==> src/rtl/istsq_mem.sv <==
// Byte store: one write port and one read port with registered read data.
// Depends on nothing.
`timescale 1ns / 1ps

module istsq_mem #(
    parameter int DEPTH = 512,
    parameter int AW    = 9
) (
    input  logic          clk,
    input  logic          we,
    input  logic [AW-1:0] waddr,
    input  logic [7:0]    wdata,
    input  logic          re,
    input  logic [AW-1:0] raddr,
    output logic [7:0]    rdata
);

    logic [7:0] byte_store_reg [DEPTH];
    logic [7:0] rdata_reg;

    always_ff @(posedge clk)
    begin
        if (we)
        begin
            byte_store_reg[waddr] <= wdata;
        end
    end

    always_ff @(posedge clk)
    begin
        if (re)
        begin
            rdata_reg <= byte_store_reg[raddr];
        end
    end

    assign rdata = rdata_reg;

endmodule

==> config.mk <==
export PLATFORM = sky130hd
export DESIGN_NAME = istsq_mem
export DESIGN_NICKNAME = d
export VERILOG_FILES = /design/src/rtl/istsq_mem.sv
export SDC_FILE = /design/constraint.sdc
export NUM_CORES = 2
export LEC_CHECK = 0
export ABC_AREA = 1
export BUFFER_PORTS_ARGS = -buffer_cell sky130_fd_sc_hd__buf_2
export CAP_MARGIN = 20
export CORE_MARGIN = 2
export CORE_UTILIZATION = 40
export CTS_BUF_LIST = sky130_fd_sc_hd__clkbuf_2
export DETAILED_ROUTE_END_ITERATION = 7
export PLACE_DENSITY = 0.58
export RECOVER_POWER = 100
export SLEW_MARGIN = 10
export SYNTH_ARGS = -nofsm -noshare
export SYNTH_HDL_FRONTEND = slang
export SYNTH_SLANG_ARGS = --single-unit
==> constraint.sdc <==
create_clock -name clk -period 2.09 [get_ports clk]
set_clock_uncertainty 0.2 [all_clocks]
set_input_delay 0.3135 -clock clk [delete_from_list [all_inputs] [get_ports clk]]
set_output_delay 0.3135 -clock clk [all_outputs]
set_load 0.05 [all_outputs]
==> run summary <==
layout cells sized above 1 = 22.6%
syn nets = 13.9k
MaxCap Viol Count = 0
crit path launch type = flop
Via density = 5.37
grt total ovfl = 0
top_reg_cell synth = edfxtp_1
failing checks = negative setup slack
clk root buf = clkbuf_2
Hold WS = 0.0303 ns
Max Root-Sink Buffers = 5
Buffers on Ports = 36
cells along the critical path = buf_6
CP bufs+invs = 1
commonest non-fill, non-tap cells in the layout = nand2_1 (4145), edfxtp_1 (4104), nand3_1 (3501)
Crit path largest cell delay = 0.80 ns
Distinct cells, synth = 15
CTS tree = yes
largest net degree at the start of global routing = 93
setup_tns = -1384.89 ns
Hold Vio Cnt, Final = 0
Die W = 650 um
ys async rst share = 0%
Finished Core Util = 47.4%
global-route wire length before repair = 750000 um
crit-path max FO = 1
Post-synth EDFFs = 4104
Detailed Place HPWL = 319000 um
antenna violations before repair = 25
CP top delay family = flip-flops
worst rel slew slack = 14.0%
GPL Wtd Cong = 0.886
Reg clk slew, reported paths = 0.12 ns
num rows = 237
Pwr Total = 157 mW
Syn. warnings = 0
total CTS buffers = 1113
Crit. End Element = output pin
GRT Resource Usage Total = 23.9%
1st-pass router iterations = 7
area of the core = 0.416 sq mm
Slew Limit Fails = 0
worst min path class = in -> reg
min setup slack post-route = -1.72 ns
Cell Area, Synth = 0.167 sq mm
Syn Inst Count = 13.9k
Seq/Total Area, Yosys = 73.9%
Layout Nets = 15.8k
unrepaired setup endpoints after global routing = yes
Peak VDD IR = 546 uV
drt total wl = 512000 um
io pins = 37
Final min period = 3.81 ns
ANT nets after route = 0
CTS sink cnt = 4104
DRT iter0 DRCs = 12.5k
Crit Path Category = reg -> out
setup slack at placement = -1.35 ns
Starting Density = 40.1%
Die H = 650 um
leading cell type in the layout, fill and taps excluded = nand2_1
final setup vio count = 7134
synthesized area per cell = 12.0 sq um
post-DR wirelength/cell = 23.4 um
Arrival @ worst endpoint = 3.30 ns
outcome = finished, violations left
fin crit share = 182%
CP max stage cell = edfxtp_1
htree depth = 7
CP required = 1.58 ns
Die Footprint = 0.422 sq mm
DR vias = 117k
vias in the first global route = 115k
clk_lat worst skew = 2.31 ns
Worst-Margin Slew = 1.29 ns
Area growth syn-to-layout = 18.2%
Max Fclk = 263 MHz
drc violations = 0
max FFs per register = 4096
Lkg Pwr = 72.6 nW
Power per Cell Area = 797 mW/mm^2
#FFs+latches synth = 4104
layer usage:
metal / global-route usage [%] / up-vias / wire [um]
met5: 0 / - / 37
met3: 4.62 / 981 / 41600
met2: 38.1 / 5283 / 244000
met4: 10.6 / 6 / 18900
met1: 31.9 / 57400 / 208000
li1: - / 53800 / -
where the power goes:
part / internal (mW) / switching (mW)
combinational: 4.06 / 9.13
clock: 21.4 / 32.0
sequential: 90.5 / 0.105
total: 116 / 41.2
Yosys cell counts, types with 2 or more instances:
cell      instances  share of area [%]
buf_1            82               0.18
buf_2           517                1.6
buf_4           123               0.55
buf_6            72               0.49
buf_8             4              0.036
clkbuf_1        184               0.41
edfxtp_1       4104                 74
inv_1            34              0.077
inv_2             3             0.0068
inv_4             2             0.0075
nand2_1        4160                9.4
nand3_1        4080                 12
nor2_1          514                1.2
nor3_1           11              0.033
cell families after synthesis:
| logic type | share of synthesized area (%) |
|---|---|
| and+or+nand+nor | 22.8 |
| DFF | 73.9 |
| buffers and inverters | 3.33 |
layout make-up:
| class | instances | area (sq um) |
|---|---|---|
| fillers | 37700 | 219000 |
| flip-flops and latches | 4104 | 123000 |
| multi-input cells | 8765 | 42000 |
| repair buffers | 1736 | 15900 |
| clock buffers | 1538 | 7700 |
| well taps | 5497 | 6880 |
| clock inverters | 188 | 1150 |
| inverters | 39 | 210 |
| diodes | 23 | 57.6 |
per-stage QoR:
step                      cells  area (sq um)
after global placement    20000        185000
after global routing      21900        197000
after CTS                 21900        197000
after floorplan           13900        167000
after detailed placement  20000        185000
final                     21900        197000
final timing paths:
kind,from,to,slack [ns],cells after the start
setup / recovery,rdata[0],rdata[0],-1.72,1
hold / removal,raddr[1],rdata[5],0.03,15
setup reg to reg,byte_store_reg[327][2],rdata[2],-0.03,11
hold reg to reg,byte_store_reg[506][7],rdata[7],0.90,10
what timing repair did:
item,in CTS,in global routing
setup buffers,0,2
hold endpoints to repair,8208,90
gates resized for setup,328,444
hold buffers,120,4
pin swaps,67,223
endpoints found under the setup margin,16,1466
(Power assumes the default switching activity.)
