`src/rtl/istsq_pkg.sv`:
```
// Package for the I2C status transfer sequencer.
// Holds function codes, controller status codes, control masks and shared structs.
// No dependencies.
`timescale 1ns / 1ps

package istsq_pkg;

    localparam logic [2:0] FN_STATUS = 3'd0;
    localparam logic [2:0] FN_BUF_WR = 3'd1;
    localparam logic [2:0] FN_BUF_RD = 3'd2;
    localparam logic [2:0] FN_TX     = 3'd3;
    localparam logic [2:0] FN_RX     = 3'd4;

    localparam logic [7:0] ST_BUS_ERR         = 8'h00;
    localparam logic [7:0] ST_START           = 8'h08;
    localparam logic [7:0] ST_RSTART          = 8'h10;
    localparam logic [7:0] ST_MT_SLA_ACK      = 8'h18;
    localparam logic [7:0] ST_MT_SLA_NACK     = 8'h20;
    localparam logic [7:0] ST_MT_DATA_ACK     = 8'h28;
    localparam logic [7:0] ST_MT_DATA_NACK    = 8'h30;
    localparam logic [7:0] ST_ARB_LOST        = 8'h38;
    localparam logic [7:0] ST_MR_SLA_ACK      = 8'h40;
    localparam logic [7:0] ST_MR_SLA_NACK     = 8'h48;
    localparam logic [7:0] ST_MR_DATA_ACK     = 8'h50;
    localparam logic [7:0] ST_MR_DATA_NACK    = 8'h58;
    localparam logic [7:0] ST_SR_SLA_ACK      = 8'h60;
    localparam logic [7:0] ST_SR_ARB_SLA      = 8'h68;
    localparam logic [7:0] ST_SR_GC_ACK       = 8'h70;
    localparam logic [7:0] ST_SR_ARB_GC       = 8'h78;
    localparam logic [7:0] ST_SR_DATA_ACK     = 8'h80;
    localparam logic [7:0] ST_SR_DATA_NACK    = 8'h88;
    localparam logic [7:0] ST_SR_GC_DATA_ACK  = 8'h90;
    localparam logic [7:0] ST_SR_GC_DATA_NACK = 8'h98;
    localparam logic [7:0] ST_SR_STOP         = 8'hA0;
    localparam logic [7:0] ST_ST_SLA_ACK      = 8'hA8;
    localparam logic [7:0] ST_ST_ARB_SLA      = 8'hB0;
    localparam logic [7:0] ST_ST_DATA_ACK     = 8'hB8;
    localparam logic [7:0] ST_ST_DATA_NACK    = 8'hC0;
    localparam logic [7:0] ST_ST_LAST_ACK     = 8'hC8;
    localparam logic [7:0] ST_IDLE            = 8'hF8;

    localparam logic [6:0] M_AA  = 7'h04;
    localparam logic [6:0] M_SI  = 7'h08;
    localparam logic [6:0] M_STO = 7'h10;
    localparam logic [6:0] M_STA = 7'h20;

    typedef struct packed {
        logic [2:0] func;
        logic [7:0] status_code;
        logic [7:0] data_byte;
        logic [8:0] buffer_index;
        logic [7:0] target_addr;
        logic [9:0] transfer_count;
    } item_t;

    typedef struct packed {
        logic       write_dat;
        logic       dat_mem;
        logic [7:0] dat_const;
        logic [6:0] con_clear;
        logic [6:0] con_set;
        logic       start_request;
        logic       busy;
        logic       err;
        logic [9:0] data_count;
        logic       rd_mem;
        logic       mem_ok;
    } res_t;

    typedef struct packed {
        logic we;
        logic re;
    } mem_ctl_t;

endpackage

```
`src/rtl/istsq_ctrl.sv`:
```
// Transfer state and status-code decode: computes one result per item and the
// store access for it. Depends on istsq_pkg.
`timescale 1ns / 1ps

module istsq_ctrl #(
    parameter int BUFFER_DEPTH = 512,
    parameter int AW           = 9
) (
    input  logic               clk,
    input  logic               rst_n,
    input  logic               step,
    input  istsq_pkg::item_t   item,
    input  logic               cfg_we,
    input  logic [9:0]         cfg_wdata,
    output istsq_pkg::res_t    res,
    output istsq_pkg::mem_ctl_t mem_ctl,
    output logic [AW-1:0]      mem_waddr,
    output logic [7:0]         mem_wdata,
    output logic [AW-1:0]      mem_raddr
);

    localparam int CW  = $clog2(BUFFER_DEPTH + 1);
    localparam int XW  = ((CW > 10) ? CW : 10) + 1;
    localparam logic [XW-1:0] DEPTH_X = XW'(BUFFER_DEPTH);

    logic [CW-1:0] send_index_reg, send_index_next;
    logic [CW-1:0] byte_count_reg, byte_count_next;
    logic          busy_reg, busy_next;
    logic          error_reg, error_next;
    logic [7:0]    slave_addr_reg, slave_addr_next;
    logic [9:0]    exp_rx_reg;

    logic [XW-1:0] si_x, si_adv, bc_x, exp_x, raddr_x, waddr_x, si_new, bc_after;
    logic          recv_ok, rx_last;

    assign si_x    = XW'(send_index_reg);
    assign bc_x    = XW'(byte_count_reg);
    assign exp_x   = XW'(exp_rx_reg);
    assign si_adv  = (si_x < DEPTH_X) ? si_x + XW'(1) : si_x;
    assign recv_ok = bc_x < DEPTH_X;
    assign rx_last = (bc_x + XW'(1)) == exp_x;

    always_comb
    begin
        res             = '0;
        mem_ctl         = '0;
        raddr_x         = '0;
        waddr_x         = bc_x;
        mem_wdata       = item.data_byte;
        si_new          = si_x;
        bc_after        = bc_x;
        send_index_next = send_index_reg;
        byte_count_next = byte_count_reg;
        busy_next       = busy_reg;
        error_next      = error_reg;
        slave_addr_next = slave_addr_reg;

        case (item.func)
            istsq_pkg::FN_STATUS:
            begin
                case (item.status_code)
                    istsq_pkg::ST_START, istsq_pkg::ST_RSTART:
                    begin
                        res.write_dat   = 1'b1;
                        res.dat_const   = slave_addr_reg;
                        res.con_clear   = istsq_pkg::M_STO | istsq_pkg::M_SI;
                        send_index_next = '0;
                    end
                    istsq_pkg::ST_MT_SLA_ACK:
                    begin
                        res.write_dat = 1'b1;
                        res.dat_mem   = 1'b1;
                        mem_ctl.re    = 1'b1;
                        raddr_x       = si_x;
                        res.con_clear = istsq_pkg::M_STA | istsq_pkg::M_STO | istsq_pkg::M_SI;
                    end
                    istsq_pkg::ST_MT_SLA_NACK, istsq_pkg::ST_MT_DATA_NACK,
                    istsq_pkg::ST_MR_SLA_NACK:
                    begin
                        res.con_clear = istsq_pkg::M_STA | istsq_pkg::M_SI;
                        res.con_set   = istsq_pkg::M_STO;
                        error_next    = 1'b1;
                        busy_next     = 1'b0;
                    end
                    istsq_pkg::ST_MT_DATA_ACK:
                    begin
                        send_index_next = CW'(si_adv);
                        if (si_adv < bc_x)
                        begin
                            res.write_dat = 1'b1;
                            res.dat_mem   = 1'b1;
                            mem_ctl.re    = 1'b1;
                            raddr_x       = si_adv;
                            res.con_clear = istsq_pkg::M_STA | istsq_pkg::M_STO
                                            | istsq_pkg::M_SI;
                        end
                        else
                        begin
                            res.con_clear = istsq_pkg::M_STA | istsq_pkg::M_SI;
                            res.con_set   = istsq_pkg::M_STO;
                            busy_next     = 1'b0;
                        end
                    end
                    istsq_pkg::ST_ARB_LOST:
                    begin
                        res.con_clear = istsq_pkg::M_STA | istsq_pkg::M_STO | istsq_pkg::M_SI;
                        error_next    = 1'b1;
                        busy_next     = 1'b0;
                    end
                    istsq_pkg::ST_MR_SLA_ACK:
                    begin
                        byte_count_next = '0;
                        res.con_clear   = istsq_pkg::M_STA | istsq_pkg::M_STO
                                          | istsq_pkg::M_SI;
                        if (exp_rx_reg == 10'd1)
                        begin
                            res.con_clear = res.con_clear | istsq_pkg::M_AA;
                        end
                        else
                        begin
                            res.con_set = istsq_pkg::M_AA;
                        end
                    end
                    istsq_pkg::ST_MR_DATA_ACK:
                    begin
                        if (recv_ok)
                        begin
                            mem_ctl.we = 1'b1;
                            bc_after   = bc_x + XW'(1);
                        end
                        else
                        begin
                            error_next = 1'b1;
                        end
                        byte_count_next = CW'(bc_after);
                        if ((bc_after + XW'(1)) == exp_x)
                        begin
                            res.con_clear = istsq_pkg::M_STA | istsq_pkg::M_STO
                                            | istsq_pkg::M_SI | istsq_pkg::M_AA;
                        end
                        else
                        begin
                            res.con_clear = istsq_pkg::M_STA | istsq_pkg::M_STO
                                            | istsq_pkg::M_SI;
                            res.con_set   = istsq_pkg::M_AA;
                        end
                    end
                    istsq_pkg::ST_MR_DATA_NACK:
                    begin
                        if (rx_last)
                        begin
                            if (recv_ok)
                            begin
                                mem_ctl.we = 1'b1;
                                bc_after   = bc_x + XW'(1);
                            end
                            else
                            begin
                                error_next = 1'b1;
                            end
                        end
                        byte_count_next = CW'(bc_after);
                        res.con_clear   = istsq_pkg::M_STA | istsq_pkg::M_SI;
                        res.con_set     = istsq_pkg::M_STO;
                        if (bc_after < exp_x)
                        begin
                            error_next = 1'b1;
                        end
                        busy_next = 1'b0;
                    end
                    istsq_pkg::ST_SR_SLA_ACK, istsq_pkg::ST_SR_GC_ACK:
                    begin
                        res.con_clear   = istsq_pkg::M_STO | istsq_pkg::M_SI;
                        res.con_set     = istsq_pkg::M_AA;
                        byte_count_next = '0;
                    end
                    istsq_pkg::ST_SR_ARB_SLA, istsq_pkg::ST_SR_ARB_GC:
                    begin
                        res.con_clear = istsq_pkg::M_STO | istsq_pkg::M_SI | istsq_pkg::M_AA;
                        error_next    = 1'b1;
                    end
                    istsq_pkg::ST_SR_DATA_ACK, istsq_pkg::ST_SR_GC_DATA_ACK:
                    begin
                        if (recv_ok)
                        begin
                            mem_ctl.we      = 1'b1;
                            byte_count_next = CW'(bc_x + XW'(1));
                        end
                        else
                        begin
                            error_next = 1'b1;
                        end
                        res.con_clear = istsq_pkg::M_STO | istsq_pkg::M_SI;
                        res.con_set   = istsq_pkg::M_AA;
                    end
                    istsq_pkg::ST_SR_DATA_NACK, istsq_pkg::ST_SR_GC_DATA_NACK:
                    begin
                        res.con_clear = istsq_pkg::M_STA | istsq_pkg::M_STO | istsq_pkg::M_SI;
                        res.con_set   = istsq_pkg::M_AA;
                        error_next    = 1'b1;
                    end
                    istsq_pkg::ST_SR_STOP:
                    begin
                        res.con_clear = istsq_pkg::M_STA | istsq_pkg::M_STO
                                        | istsq_pkg::M_SI | istsq_pkg::M_AA;
                        busy_next     = 1'b0;
                    end
                    istsq_pkg::ST_ST_SLA_ACK, istsq_pkg::ST_ST_ARB_SLA,
                    istsq_pkg::ST_ST_DATA_ACK:
                    begin
                        si_new = (item.status_code == istsq_pkg::ST_ST_DATA_ACK) ? si_adv
                                                                                 : '0;
                        send_index_next = CW'(si_new);
                        res.write_dat   = 1'b1;
                        res.dat_mem     = 1'b1;
                        mem_ctl.re      = 1'b1;
                        raddr_x         = si_new;
                        if (bc_x == (si_new + XW'(1)))
                        begin
                            res.con_clear = istsq_pkg::M_STO | istsq_pkg::M_SI
                                            | istsq_pkg::M_AA;
                        end
                        else
                        begin
                            res.con_clear = istsq_pkg::M_STO | istsq_pkg::M_SI;
                            res.con_set   = istsq_pkg::M_AA;
                        end
                        if (item.status_code == istsq_pkg::ST_ST_ARB_SLA)
                        begin
                            error_next = 1'b1;
                        end
                    end
                    istsq_pkg::ST_ST_DATA_NACK:
                    begin
                        if ((si_x + XW'(1)) < bc_x)
                        begin
                            error_next = 1'b1;
                        end
                        res.con_clear = istsq_pkg::M_STA | istsq_pkg::M_STO | istsq_pkg::M_SI;
                        res.con_set   = istsq_pkg::M_AA;
                        busy_next     = 1'b0;
                    end
                    istsq_pkg::ST_ST_LAST_ACK:
                    begin
                        res.con_clear = istsq_pkg::M_STA | istsq_pkg::M_STO | istsq_pkg::M_SI;
                        res.con_set   = istsq_pkg::M_AA;
                        busy_next     = 1'b0;
                    end
                    istsq_pkg::ST_IDLE:
                    begin
                        res.con_clear = '0;
                    end
                    istsq_pkg::ST_BUS_ERR:
                    begin
                        error_next    = 1'b1;
                        busy_next     = 1'b0;
                        res.con_set   = istsq_pkg::M_STO;
                        res.con_clear = istsq_pkg::M_SI;
                    end
                    default:
                    begin
                        res.con_clear = istsq_pkg::M_SI;
                        error_next    = 1'b1;
                        busy_next     = 1'b0;
                    end
                endcase
            end
            istsq_pkg::FN_BUF_WR:
            begin
                waddr_x = XW'(item.buffer_index);
                if (XW'(item.buffer_index) < DEPTH_X)
                begin
                    mem_ctl.we = 1'b1;
                end
                else
                begin
                    error_next = 1'b1;
                end
            end
            istsq_pkg::FN_BUF_RD:
            begin
                res.rd_mem = 1'b1;
                mem_ctl.re = 1'b1;
                raddr_x    = XW'(item.buffer_index);
            end
            istsq_pkg::FN_TX:
            begin
                slave_addr_next = item.target_addr;
                byte_count_next = (XW'(item.transfer_count) > DEPTH_X)
                                  ? CW'(BUFFER_DEPTH) : CW'(item.transfer_count);
                error_next        = 1'b0;
                busy_next         = 1'b1;
                res.start_request = 1'b1;
            end
            istsq_pkg::FN_RX:
            begin
                error_next        = 1'b0;
                busy_next         = 1'b1;
                res.start_request = 1'b1;
            end
            default:
            begin
                res.start_request = 1'b0;
            end
        endcase

        res.mem_ok     = raddr_x < DEPTH_X;
        res.busy       = busy_next;
        res.err        = error_next;
        res.data_count = 10'(byte_count_next);
    end

    assign mem_raddr = raddr_x[AW-1:0];
    assign mem_waddr = waddr_x[AW-1:0];

    always_ff @(posedge clk or negedge rst_n)
    begin
        if (!rst_n)
        begin
            send_index_reg <= '0;
            byte_count_reg <= '0;
            busy_reg       <= 1'b0;
            error_reg      <= 1'b0;
            slave_addr_reg <= '0;
        end
        else if (step)
        begin
            send_index_reg <= send_index_next;
            byte_count_reg <= byte_count_next;
            busy_reg       <= busy_next;
            error_reg      <= error_next;
            slave_addr_reg <= slave_addr_next;
        end
    end

    always_ff @(posedge clk or negedge rst_n)
    begin
        if (!rst_n)
        begin
            exp_rx_reg <= 10'd1;
        end
        else if (cfg_we)
        begin
            exp_rx_reg <= cfg_wdata;
        end
    end

endmodule

```
`config.mk`:
```
export PLATFORM = sky130hd
export DESIGN_NAME = istsq_ctrl
export DESIGN_NICKNAME = d
export VERILOG_FILES = /design/src/rtl/istsq_pkg.sv /design/src/rtl/istsq_ctrl.sv
export SDC_FILE = /design/constraint.sdc
export NUM_CORES = 1
export LEC_CHECK = 0
export ABC_AREA = 1
export BUFFER_PORTS_ARGS = -buffer_cell sky130_fd_sc_hd__buf_4
export CORE_ASPECT_RATIO = 0.7
export CORE_MARGIN = 2
export CORE_UTILIZATION = 40
export CTS_BUF_LIST = sky130_fd_sc_hd__clkbuf_4
export CTS_CLUSTER_DIAMETER = 40
export CTS_CLUSTER_SIZE = 30
export DETAILED_ROUTE_END_ITERATION = 7
export PLACE_DENSITY_LB_ADDON = 0.25
export SLEW_MARGIN = 15
export SYNTH_ARGS = -nofsm -noshare
export SYNTH_HDL_FRONTEND = slang
export SYNTH_SLANG_ARGS = --single-unit
```
`constraint.sdc`:
```
create_clock -name clk -period 15.6 [get_ports clk]
set_clock_uncertainty 0.2 [all_clocks]
set_input_delay 4.68 -clock clk [delete_from_list [all_inputs] [get_ports clk]]
set_output_delay 4.68 -clock clk [all_outputs]
set_load 0.05 [all_outputs]
```
==> results.yml <==
status:
  status: "finished, final reports clean"
critical_path:
  rr_startpoint: "byte_count_reg[9]"
  reg2reg_slack_ns: 10.96
  cp_max_fo: 19
  worstRegToRegCells: 25
  cp.required_ns: 10.72
  crit_type: "input pin to primary output"
  worst_setup_path_end_kind: "primary output"
  crit_arrival_ns: 7.86
  startpoint_type: "input pin"
  r2r-end: "error_reg"
  worstSetupStartpoint: "item[37]"
yosys:
  synth_area_mm2: 0.00576
  async_reset_ff_frac: 1.00
  ys_seq_elements: 40
  synth-seq-area-share: 0.174
  ys_types: 58
  postSynthCellCount: 902
  ys_warn_count: 0
  synth_edf_count: 0
  synth_top_flop_cell: "dfrtp_1"
  avgSynthCellArea_um2: 6.38
detailed_routing:
  totalWireLength_mm: 18.9
  drt_first_pass_iters: 5
  vias_per_cell: 5.43
  ant_nets: 0
  drc_errors: 0
  drt-wirelength-per-cell_um: 16.3
  vias: 6289
  drt_iter0_drc: 590
clock_tree:
  postCtsSetupBuffers: 0
  cts_repair_resize_count: 0
  clk_path_buf_depth: 2
  clkLatencyLatePin_ns: 0.39
  cts_tree: "done"
  ctsHoldBuffers: 0
  htreeDepth: 2
  clk_pin_slew_ns: 0.16
  cts-root-buf: "clkbuf_4"
  cts_sinks: 40
  cts_buffers: 5
placed_design:
  dp_hpwl_mm: 15.1
  io_buffers: 102
  dp_cells: 1150
  place_area_mm2: 0.00641
  gp_congestion: 0.945
timing:
  slew-limit-headroom: 0.233
  rsz0062_at_grt: "no"
  finalHoldViolCount: 0
  setup_tns_ns: 0
  min_period_ns: 12.74
  setup_violations: 0
  fmax_ghz: 0.0785
  min_period_over_period: 0.817
  timing.final.max_slew_violations: 0
  worst_slew_pin_slew_ns: 1.15
die:
  die_area_mm2: 0.0154
  die_w_um: 147
  die-height_um: 104
  io_pins: 127
  initial_core_util: 0.411
  core_mm2: 0.0140
  row_count: 36
final_layout:
  area_growth_pct: 12.3
  drive_gt1_frac: 0.208
  final_nets: 1060
  final_cell_area_mm2: 0.00646
  diodes: 0
  final_cells: 1158
hold_path:
  hold_depth: 2
  min_from: "busy_reg"
  hold_end: "busy_reg"
  hp-class: "register to register"
power_and_ir_drop:
  fin_total_pwr_uw: 478
  peakVddDrop_uv: 28.3
  leakagePower_nw: 3.14
  p_per_area_mw_per_mm2: 74.0
grt:
  grt_pass1_vias: 5652
  antenna_found_initial: 0
  grt_pass1_wl_mm: 30.4
  grt_util_all_layers: 0.246
  grt_max_degree: 41
  overflow: 0
job:
  max-cap-violations: 0
## worst max-delay path by stage
stage	endpoint	cells after the start
after floorplan	mem_raddr[0]	3
after global placement	res[7]	12
after detailed placement	res[7]	12
after CTS	res[7]	12
after global routing	res[7]	12
final	res[7]	12
## per-layer routing
layer	wire, um	vias to the layer above	global-route usage
li1	-	3106	-
met1	9670	2892	0.396
met2	7270	273	0.337
met3	1770	18	0.0395
met4	211	0	0.0426
met5	0	-	0
## worst max-delay path: stages
cell      delay (ns)
buf_4           0.08
inv_1           0.04
nand3_1         0.36
nor2_1          0.13
nor2_1          0.87
inv_1           0.20
nor2_1          0.22
nand3_2         0.39
o211ai_1        0.24
o21ai_0         0.12
o21ai_1         0.25
buf_4           0.25
## synth_stat cells (all sizes together) (8+ instances only)
cell	n	area share
clkbuf	11	0.011
o211ai	21	0.034
inv	116	0.076
nor2	81	0.063
ha	33	0.072
buf	42	0.058
dfrtp	39	0.17
o21ai	86	0.086
a21oi	20	0.017
nand4	17	0.021
mux2	8	0.016
o22ai	9	0.0098
a31oi	10	0.011
nand3	72	0.071
xor2	12	0.018
nand2	254	0.18
nor3	23	0.025
## metrics by stage
stage	hold slack, ns	worst slack [ns]	util
4_1_cts	0.305	3.03	0.461
5_1_grt	0.345	2.56	0.461
6_report	0.301	2.86	0.461
3_5_place_dp	0.270	3.06	0.458
3_3_place_gp	0.270	3.22	0.458
2_1_floorplan	0.249	3.13	-
## power breakdown
part | internal (mW) | switching [mW]
combinational | 0.0911 | 0.180
sequential | 0.118 | 0.0284
clock | 0.0167 | 0.0441
total | 0.225 | 0.253
## area by class of cell
class / instances / area, um^2
sequential: 40 / 1000
tap: 190 / 238
inverter: 121 / 464
clock inverter: 3 / 13.8
clock buffer: 5 / 37.5
timing repair buffer: 104 / 781
multi-input combinational: 695 / 3930
fill: 1524 / 7540
## placed cells by master, fill, tap and decap left out, types with 8 or more instances in the layout
cell type | netlist | routed
xor2_1 | 12 | 12
nor2_2 | 9 | 10
a21oi_1 | 20 | 20
conb_1 | 1 | 8
nand2_1 | 240 | 240
mux2_2 | 8 | 8
nand3_1 | 64 | 64
o211ai_1 | 13 | 13
o21ai_0 | 59 | 59
nand2_2 | 10 | 10
o22ai_1 | 9 | 9
nor3_1 | 20 | 20
o211ai_2 | 8 | 8
dfrtp_1 | 39 | 39
buf_4 | 24 | 104
o21ai_1 | 10 | 10
a31oi_1 | 10 | 10
nor2_1 | 67 | 66
nand4_1 | 15 | 15
inv_1 | 107 | 107
ha_1 | 33 | 33
o21ai_2 | 17 | 17
## kinds of logic (layout without fill, tap and decap cells)
group / after synthesis / count (layout) / share of synthesized area
and+or+nand+nor: 459 / 459 / 0.368
buffers and inverters: 174 / 233 / 0.150
other: 1 / 8 / 0.000651
adders and majority gates: 33 / 33 / 0.0717
xor gates and xnor gates: 16 / 16 / 0.0243
AOI/OAI and AO/OA: 171 / 171 / 0.196
muxes: 8 / 8 / 0.0156
DFF: 40 / 40 / 0.174
Note: power is estimated with default switching activity, not from simulation.
